==> config.mk <==
export PLATFORM = sky130hd
export DESIGN_NAME = ohs_ram
export DESIGN_NICKNAME = d
export VERILOG_FILES = /design/src/sv/ohs_ram.sv
export SDC_FILE = /design/constraint.sdc
export NUM_CORES = 1
export LEC_CHECK = 0
export BUFFER_PORTS_ARGS = -buffer_cell sky130_fd_sc_hd__buf_4
export CAP_MARGIN = 20
export CELL_PAD_IN_SITES_DETAIL_PLACEMENT = 1
export CELL_PAD_IN_SITES_GLOBAL_PLACEMENT = 2
export CORE_MARGIN = 2
export CORE_UTILIZATION = 36
export CTS_CLUSTER_SIZE = 28
export DETAILED_ROUTE_END_ITERATION = 16
export GPL_TIMING_DRIVEN = 0
export PLACE_DENSITY = 0.74
export REMOVE_ABC_BUFFERS = 1
export SETUP_SLACK_MARGIN = 0.1
export SLEW_MARGIN = 20
export SYNTH_ARGS = -nofsm -noshare
export SYNTH_HDL_FRONTEND = slang
export SYNTH_SLANG_ARGS = --single-unit
==> constraint.sdc <==
create_clock -name clk -period 1.7 [get_ports clk]
set_input_delay 0.17 -clock clk [delete_from_list [all_inputs] [get_ports clk]]
set_output_delay 0.17 -clock clk [all_outputs]
set_load 0.01 [all_outputs]
==> src/sv/ohs_ram.sv <==
`timescale 1ns / 1ps
// Generic simple dual port RAM with registered read.
module ohs_ram #(
  parameter int WIDTH = 8,
  parameter int DEPTH = 16
) (
  input  logic                     clk,
  input  logic                     we,
  input  logic [$clog2(DEPTH)-1:0] waddr,
  input  logic [WIDTH-1:0]         wdata,
  input  logic [$clog2(DEPTH)-1:0] raddr,
  output logic [WIDTH-1:0]         rdata
);

  logic [WIDTH-1:0] mem [DEPTH];

  always_ff @(posedge clk) begin
    if (we) begin
      mem[waddr] <= wdata;
    end
    rdata <= mem[raddr];
  end

endmodule

==> flow_metrics.tcl, run 1 <==
set metrics [dict create \
    final_nets 282 \
    leakage_nw 2.01 \
    drt_iter0_drc 230 \
    antenna_cells 0 \
    antenna_found_initial 0 \
    wirelength_um 10200 \
    cap_viol_max_count 0 \
    synth_edf_count 128 \
    syn_inst 229 \
    hpwl_um 6050 \
    ioPinCount 26 \
    gp_congestion 0.681 \
    fin_cells 457 \
    clock_skew_ps 4.63 \
    viasPerCell 5.11 \
    synthTopCellsByArea "edfxtp_1, mux4_2, mux4_1" \
    post-route-util_pct 43.8 \
    crit_chain "buf_4 -> or3b_2 -> nor2_1" \
    drc 0 \
    die_y_um 124 \
    antenna_left 0 \
    rows 43 \
    finalWorstSetupSlack_ps 201 \
    fin_crit_sh_pct 88.1 \
    critical_path_class "input port to flop" \
    cts_hold_buf 0 \
    post-synth-top-count-cell "edfxtp_1" \
    synthToLayoutAreaGrowth_pct 18.5 \
    numCtsBuffers 17 \
    cts_tree "built" \
    root_buffer "clkbuf_16" \
    synth.top_cell.area_share_pct 74.7 \
    maxSlewViolCount 0 \
    portBuffers 25 \
    tightest_slew_ps 1000 \
    ys_ff_latch 136 \
    async_flop_share_pct 0 \
    drive_gt1_share_pct 26.7 \
    power.density_mw_per_mm2 1280 \
    whs_ps 65.9 \
    initial_core_util_pct 36.9 \
    critical-path-max-stage-delay_ps 710 \
    grt_max_degree 33 \
    finalHoldViolCount 0 \
    dr.pass1.iters 4 \
    vias 2337 \
    dp_slack_ps -301 \
    coreArea_sq_mm 0.0139 \
    ys.flop_type "edfxtp_1" \
    ys_types 19 \
    critical_path_required_ps 1730 \
    place_inst 425 \
    dpl_cell_area_sq_mm 0.00550 \
    clock_sinks 136 \
    grt_pass1_vias 2595 \
    synth.avg_cell_area_sq_um 22.5 \
    post_cts_buffers 0 \
    ys_seq_area_share_pct 77.8 \
    cts.clk_slew.worst_paths_ps 50 \
    worst_hold_path_type "input port to flop" \
    critPathSlowestCell "nor2_1" \
    wire_per_inst_um 22.3 \
    clock_path_buffers 2 \
    rsz0062_at_grt "no" \
    outcome "finished, final reports clean" \
    stdcell_area_sq_mm 0.00610 \
    synth_area_sq_mm 0.00515 \
    track_usage_pct 14.9 \
    critPathArrivalTime_ps 1530 \
    finalSetupViolCount 0 \
    synth_commonest_cells "edfxtp_1, mux4_2, a22oi_1" \
    grt_pass1_wl_um 15500 \
    fin_crit_ps 1500 \
    yosysTopAreaCell "edfxtp_1" \
    die_w_um 124 \
    worstSetupStartpointType "input port" \
    clock_latency_ps 410 \
    slew_headroom_pct 33.0 \
    fmax_ghz 0.667 \
    overflow 0 \
    h-tree-depth 4 \
    ir_drop_v 0.000713 \
    critPathCaptureType "flop" \
    die-area_sq_mm 0.0153 \
    yosys_warnings 0 \
    crit_fanout 8 \
]
-- cells in the final DEF (no fill, tap or decap) --
cell type   netlist  layout
and2b_1           1       1
nor2b_1           1       1
nand2_1           9       9
nor3_2            0       4
clkinvlp_4        0       1
edfxtp_1        128     128
a22oi_1          16      16
and2_1            1       1
clkinv_1          0       7
nor2_2            0       2
buf_4             1      26
nor2_1           13      11
clkinv_2          0       1
nand3b_1          2       2
nand2b_1          2       2
or3b_2            1       1
clkbuf_1          0       2
dfxtp_1           8       8
mux4_1           14      14
bufinv_16         0       4
mux4_2           18      18
clkbuf_16         0      17
nand3_1           1       1
-- power breakdown --
group          switching, mW  total, mW  internal (mW)
clock                   1.26       3.67           2.41
sequential            0.0200       3.77           3.75
combinational          0.200      0.357          0.157
total                   1.48       7.80           6.32
-- critical path: cells and delay by family --
kind	cells	cell delay, ps
and+or+nand+nor	2	1240
buffers and inverters	1	120
-- layer usage --
layer	wire length (um)	part of all wire (%)	vias to the layer above	track usage (%)
met4	163	1.6	0	5.82
li1	-	-	1043	-
met3	516	5.1	15	4.40
met1	4300	42	1217	18.1
met5	0	0	-	0
met2	5230	51	62	25.3
-- sequential cells by signal, summed over array words and instances (netlist names) --
| register | cells |
|---|---|
| mem | 128 |
| rdata | 8 |
-- per-stage QoR --
stage	total power, mW	setup TNS (ps)
after floorplan	4.00	0
final	7.80	0
after global placement	4.18	-18870
after detailed placement	4.20	-8070
after global routing	8.05	0
after CTS	7.87	0
-- path summary, 6_finish.rpt --
check        slack, ps       start  depth (start not counted)   endpoint
max                200    waddr[2]                          3  mem[2][2]
min                 70    wdata[5]                          1  mem[1][5]
max reg2reg        270   mem[0][3]                          3   rdata[3]
min reg2reg        670  mem[15][4]                          3   rdata[4]
-- cell families (layout without fill, tap and decap cells) --
logic type | count (synthesis) | in the layout | synth area share [%]
AND/OR/NAND/NOR | 35 | 35 | 3.18
multiplexers | 32 | 32 | 15.0
AO/OA/AOI/OAI | 16 | 16 | 2.33
flip-flops | 136 | 136 | 77.8
buffers and inverters | 10 | 58 | 1.68
-- what timing repair did --
item | in CTS | in global routing
resized for setup | 0 | 2
endpoints found under the setup margin | 0 | 12
hold endpoints to repair | 0 | 0
-- area by class of cell --
cell class / count / area, sq um
Clock buffer: 19 / 433
Multi-Input combinational cell: 83 / 1080
Clock inverter: 13 / 159
Timing Repair Buffer: 26 / 195
Tap cell: 180 / 225
Sequential cell: 136 / 4000
Fill cell: 1283 / 7840
Power figures use the tool's default switching activity.
==> inputs of run 2 (changes only) <==
--- a/config.mk
+++ b/config.mk
@@ -15,5 +15,6 @@
 export DETAILED_ROUTE_END_ITERATION = 16
 export GPL_TIMING_DRIVEN = 0
-export PLACE_DENSITY = 0.74
+export MAX_ROUTING_LAYER = met4
+export PLACE_DENSITY = 0.72
 export REMOVE_ABC_BUFFERS = 1
 export SETUP_SLACK_MARGIN = 0.1
==> constraint.sdc (replaced) <==
create_clock -name clk -period 1.5 [get_ports clk]
set_input_delay 0.15 -clock clk [delete_from_list [all_inputs] [get_ports clk]]
set_output_delay 0.15 -clock clk [all_outputs]
set_load 0.1 [all_outputs]
==> run 2 against run 1 <==
Effect of this change: flip-flop and latch count did not move; critical path depth did not move; clock-buffer cell count fell by 2; global-route usage rose by 0.86 points; worst setup slack got worse by 63 ps; core utilization rose by 0.42 points; total power rose by 15%; clock power rose by 11%; cell area rose by 0.96%; sequential share of layout area fell by 0.63 points.
==> flow_metrics.tcl, run 2 (synthesis results as in run 1) <==
set metrics [dict create \
    clock_path_buffers 2 \
    crit_chain "mux4_2 -> a22oi_2 -> nand2_1" \
    portBuffers 25 \
    cpLargestDelayFamily "multiplexers" \
    numCtsBuffers 17 \
    critPathSlowestCell "mux4_2" \
    track_usage_pct 15.8 \
    largest_reg_flops 128 \
    coreArea_sq_mm 0.0139 \
    wirelength_um 10700 \
    dr.pass1.iters 4 \
    hold_start "wdata[1]" \
    rr_startpoint "mem[11][0]" \
    power.density_mw_per_mm2 1460 \
    leakage_nw 2.02 \
    root_buffer "clkbuf_16" \
    fmax_ghz 0.735 \
    h-tree-depth 4 \
    rows 43 \
    finalSetupViolCount 0 \
    min_path_cells 1 \
    finalHoldViolCount 0 \
    critPathArrivalTime_ps 1660 \
    final_nets 285 \
    grt_busiest_layer "met2" \
    drc 0 \
    overflow 0 \
    use_met3_pct 3.94 \
    cap_viol_max_count 0 \
    vias 2375 \
    holdPathEnd "mem[0][1]" \
    clock_sinks 136 \
    grt_pass1_vias 2562 \
    r2r_cells 3 \
    drive_gt1_share_pct 33.2 \
    tns_ps 0 \
    ir_drop_v 0.000751 \
    ioPinCount 26 \
    rr_endpoint "rdata[0]" \
    post-route-util_pct 44.2 \
    antenna_left 0 \
    synthToLayoutAreaGrowth_pct 19.6 \
    crit_fanout 1 \
    clock_skew_ps 16.5 \
    layout_top_registers "mem x128, rdata x8" \
    layout_common_cells "edfxtp_1, buf_4, mux4_2" \
    post_cts_buffers 0 \
    worstSetupStartpointType "flop" \
    critical_path_required_ps 1800 \
    die_w_um 124 \
    rsz0062_at_grt "no" \
    fillerInstances 1282 \
    wire_per_inst_um 23.2 \
    critical-path-max-stage-delay_ps 490 \
    critPathBufInv 0 \
    die-area_sq_mm 0.0153 \
    antenna_found_initial 0 \
    fin_crit_sh_pct 90.8 \
    use_met1_pct 20.7 \
    maxSlewViolCount 0 \
    hpwl_um 6470 \
    worst_hold_path_type "input port to flop" \
    fin_crit_ps 1360 \
    initial_core_util_pct 36.9 \
    cts_tree "built" \
    drt_iter0_drc 190 \
    cts_hold_buf 0 \
    reg2reg_setup_slack_ps 140 \
    gp_congestion 0.708 \
    critPathCaptureType "flop" \
    regMostFlops "mem" \
    viasPerCell 5.16 \
    clock_latency_ps 430 \
    grt_max_degree 33 \
    outcome "finished, final reports clean" \
    grt_pass1_wl_um 15800 \
    tightest_slew_ps 1070 \
    final_common_cell "edfxtp_1" \
    antenna_cells 0 \
    slew_headroom_pct 28.4 \
    critical_path_class "flop to flop" \
    grt_util_met2_pct 23.4 \
    die_y_um 124 \
    cts.clk_slew.worst_paths_ps 60 \
]
[run 2: worst max-delay path by stage]
stage | cells past startpoint | to | from
finish | 3 | rdata[0] | mem[11][0]
detailed placement | 3 | mem[1][1] | waddr[2]
CTS | 4 | mem[0][7] | waddr[2]
floorplan | 2 | mem[0][0] | waddr[2]
global route | 3 | rdata[3] | mem[1][3]
global placement | 3 | mem[0][7] | waddr[2]
[run 2: per-layer routing]
metal / wire, um / vias up / share of wire (%)
met5: 0 / - / 0
met4: 215 / 0 / 2.0
met3: 471 / 12 / 4.4
met2: 5240 / 61 / 49
met1: 4740 / 1254 / 44
li1: - / 1048 / -
[run 2: power breakdown]
part	internal (mW)	total [mW]	switching [mW]
Clock	2.58	4.09	1.51
Combinational	0.189	0.610	0.421
Sequential	4.25	4.27	0.0226
Total	7.02	8.97	1.96
[run 2: per-stage QoR]
stage	setup WS, ps	power, mW	hold slack [ps]	cells	cell area, sq um
2_1_floorplan	-143	4.70	249	219	5060
6_report	139	8.97	31.4	460	6160
3_3_place_gp	-940	4.93	455	424	5470
4_1_cts	109	9.03	25.2	460	6130
3_5_place_dp	-532	4.95	469	428	5520
5_1_grt	100	9.20	43.7	460	6160
[run 2: area by class of cell]
cell class | instances | area [sq um] | share of cell area [%]
well taps | 180 | 225 | 3.66
clock buffers | 17 | 425 | 6.91
multi-input cells | 83 | 1120 | 18.2
clock inverters | 15 | 160 | 2.60
repair buffers | 29 | 221 | 3.60
flip-flops and latches | 136 | 4000 | 65.0
[run 2: repair_timing]
action,4_1_cts,5_1_grt
setup endpoints to repair,27,17
gates cloned,0,0
gates resized for setup,8,7
pin swaps,1,2
==> inputs of run 3 (changes only) <==
- RECOVER_POWER: not set -> 50
==> run 3 against run 2 <==
Effect of this change: non-clock buffer count unchanged; wire length decreased by 0.20%; via count increased by 0.72%; die area unchanged; first-iteration DRC count increased by 5.3%; largest cell class unchanged.
==> flow_metrics.tcl, run 3 (synthesis results as in run 1) <==
set metrics [dict create \
    wirelength_um 10600 \
    finalSetupViolCount 0 \
    finalWorstSetupSlack_ps 143 \
    wire_per_inst_um 23.1 \
    viasPerCell 5.20 \
    overflow 0 \
    antenna_found_initial 0 \
    critPathArrivalTime_ps 1650 \
    slew_headroom_pct 30.2 \
    power_switching_mw 1.95 \
    dp_slack_ps -532 \
    grt_pass1_wl_um 15800 \
    rows 43 \
    antenna_cells 0 \
    ioPinCount 26 \
    seq_power_share_pct 47.7 \
    die_w_um 124 \
    p_comb_share_pct 6.7 \
    cts_tree "built" \
    drt_iter0_drc 200 \
    ir_drop_v 0.000749 \
    grt_pass1_vias 2562 \
    grt_busiest_layer "met2" \
    track_usage_pct 15.8 \
    gp_congestion 0.708 \
    die-area_sq_mm 0.0153 \
    hpwl_um 6470 \
    critical_path_class "flop to flop" \
    numCtsBuffers 17 \
    intPower_mw 7.01 \
    fin_cells 460 \
    post_cts_buffers 0 \
    fmax_ghz 0.737 \
    place_inst 428 \
    power.density_mw_per_mm2 1460 \
    worst_hold_path_type "input port to flop" \
    tightest_slew_ps 1040 \
    antenna_left 0 \
    critical_path_required_ps 1790 \
    final_nets 285 \
    cap_viol_max_count 0 \
    leakage_nw 1.98 \
    dr.pass1.iters 4 \
    initial_core_util_pct 36.9 \
    rsz0062_at_grt "no" \
    clock_sinks 136 \
    fin_crit_ps 1360 \
    drive_gt1_share_pct 29.6 \
    outcome "finished, final reports clean" \
    layout_top_registers "mem x128, rdata x8" \
    cts.clk_slew.worst_paths_ps 60 \
    cts_hold_buf 0 \
    grt_max_degree 33 \
    die_y_um 124 \
    clock_path_buffers 2 \
    use_met3_pct 3.94 \
    largest_reg_flops 128 \
    coreArea_sq_mm 0.0139 \
    total_power_mw 8.95 \
    vias 2392 \
    h-tree-depth 4 \
    clock_latency_ps 420 \
    worstSetupStartpointType "flop" \
    crit_fanout 1 \
    portBuffers 25 \
    layout_common_cells "edfxtp_1, mux4_2, buf_4" \
    regMostFlops "mem" \
    tns_ps 0 \
    critPathCaptureType "flop" \
    finalHoldViolCount 0 \
    grt_util_met2_pct 23.4 \
    drc 0 \
    final_common_cell "edfxtp_1" \
    synthToLayoutAreaGrowth_pct 18.9 \
    use_met1_pct 20.7 \
    clock_skew_ps 10.8 \
    switching_share_pct 21.7 \
    root_buffer "clkbuf_16" \
    p_clk_share_pct 45.6 \
    fin_crit_sh_pct 90.5 \
    maxSlewViolCount 0 \
]
==> run 3: changes by cell type in the layout (fill, tap and decap cells not counted) <==
cell / delta
nor3_2: -1
nor3_1: +1
clkbuf_1: +9
buf_4: -9
==> run 3: worst paths after layout <==
path,slack (ps),cells past startpoint,startpoint,endpoint
worst max-delay path,140,3,mem[11][0],rdata[0]
worst max register to register,140,3,mem[11][0],rdata[0]
worst min register to register,660,3,mem[13][4],rdata[4]
worst min-delay path,140,2,waddr[0],mem[0][0]
==> run 3: through the flow <==
step	hold WS [ps]	cell area, sq um	utilization, %
detailed placement	469	5520	39.6
CTS	25.2	6130	44.0
global placement	455	5470	39.3
floorplan	249	5060	-
finish	144	6120	43.9
global route	151	6120	43.9
==> run 3: final cells by class <==
cell class	instances	area (sq um)
flip-flops and latches	136	4000
repair buffers	29	188
clock inverters	15	160
fillers	1288	7820
well taps	180	225
multi-input cells	83	1120
clock buffers	17	425
==> run 3: power by group through the flow <==
stage               sequential (mW)  combinational [mW]  clock, mW
detailed placement             4.35               0.596          0
global placement               4.34               0.582          0
global route                   4.28               0.637       4.28
finish                         4.27               0.598       4.08
CTS                            4.27               0.608       4.14
floorplan                      4.53               0.170          0
==> run 3: per-layer routing <==
metal	routed length, um	vias to the layer above
met5	0	-
met1	4650	1265
met4	225	0
met2	5310	68
li1	-	1048
met3	455	11
==> run 3: timing repair <==
action,4_1_cts,5_1_grt
pin swaps,1,2
endpoints found under the setup margin,27,17
endpoints found under the hold margin,0,0
gates resized for setup,8,7
==> run 3: critical path, cell delays in order (launching register included) <==
cell      delay [ps]
edfxtp_1         380
mux4_2           490
a22oi_2          240
nand2_1          120
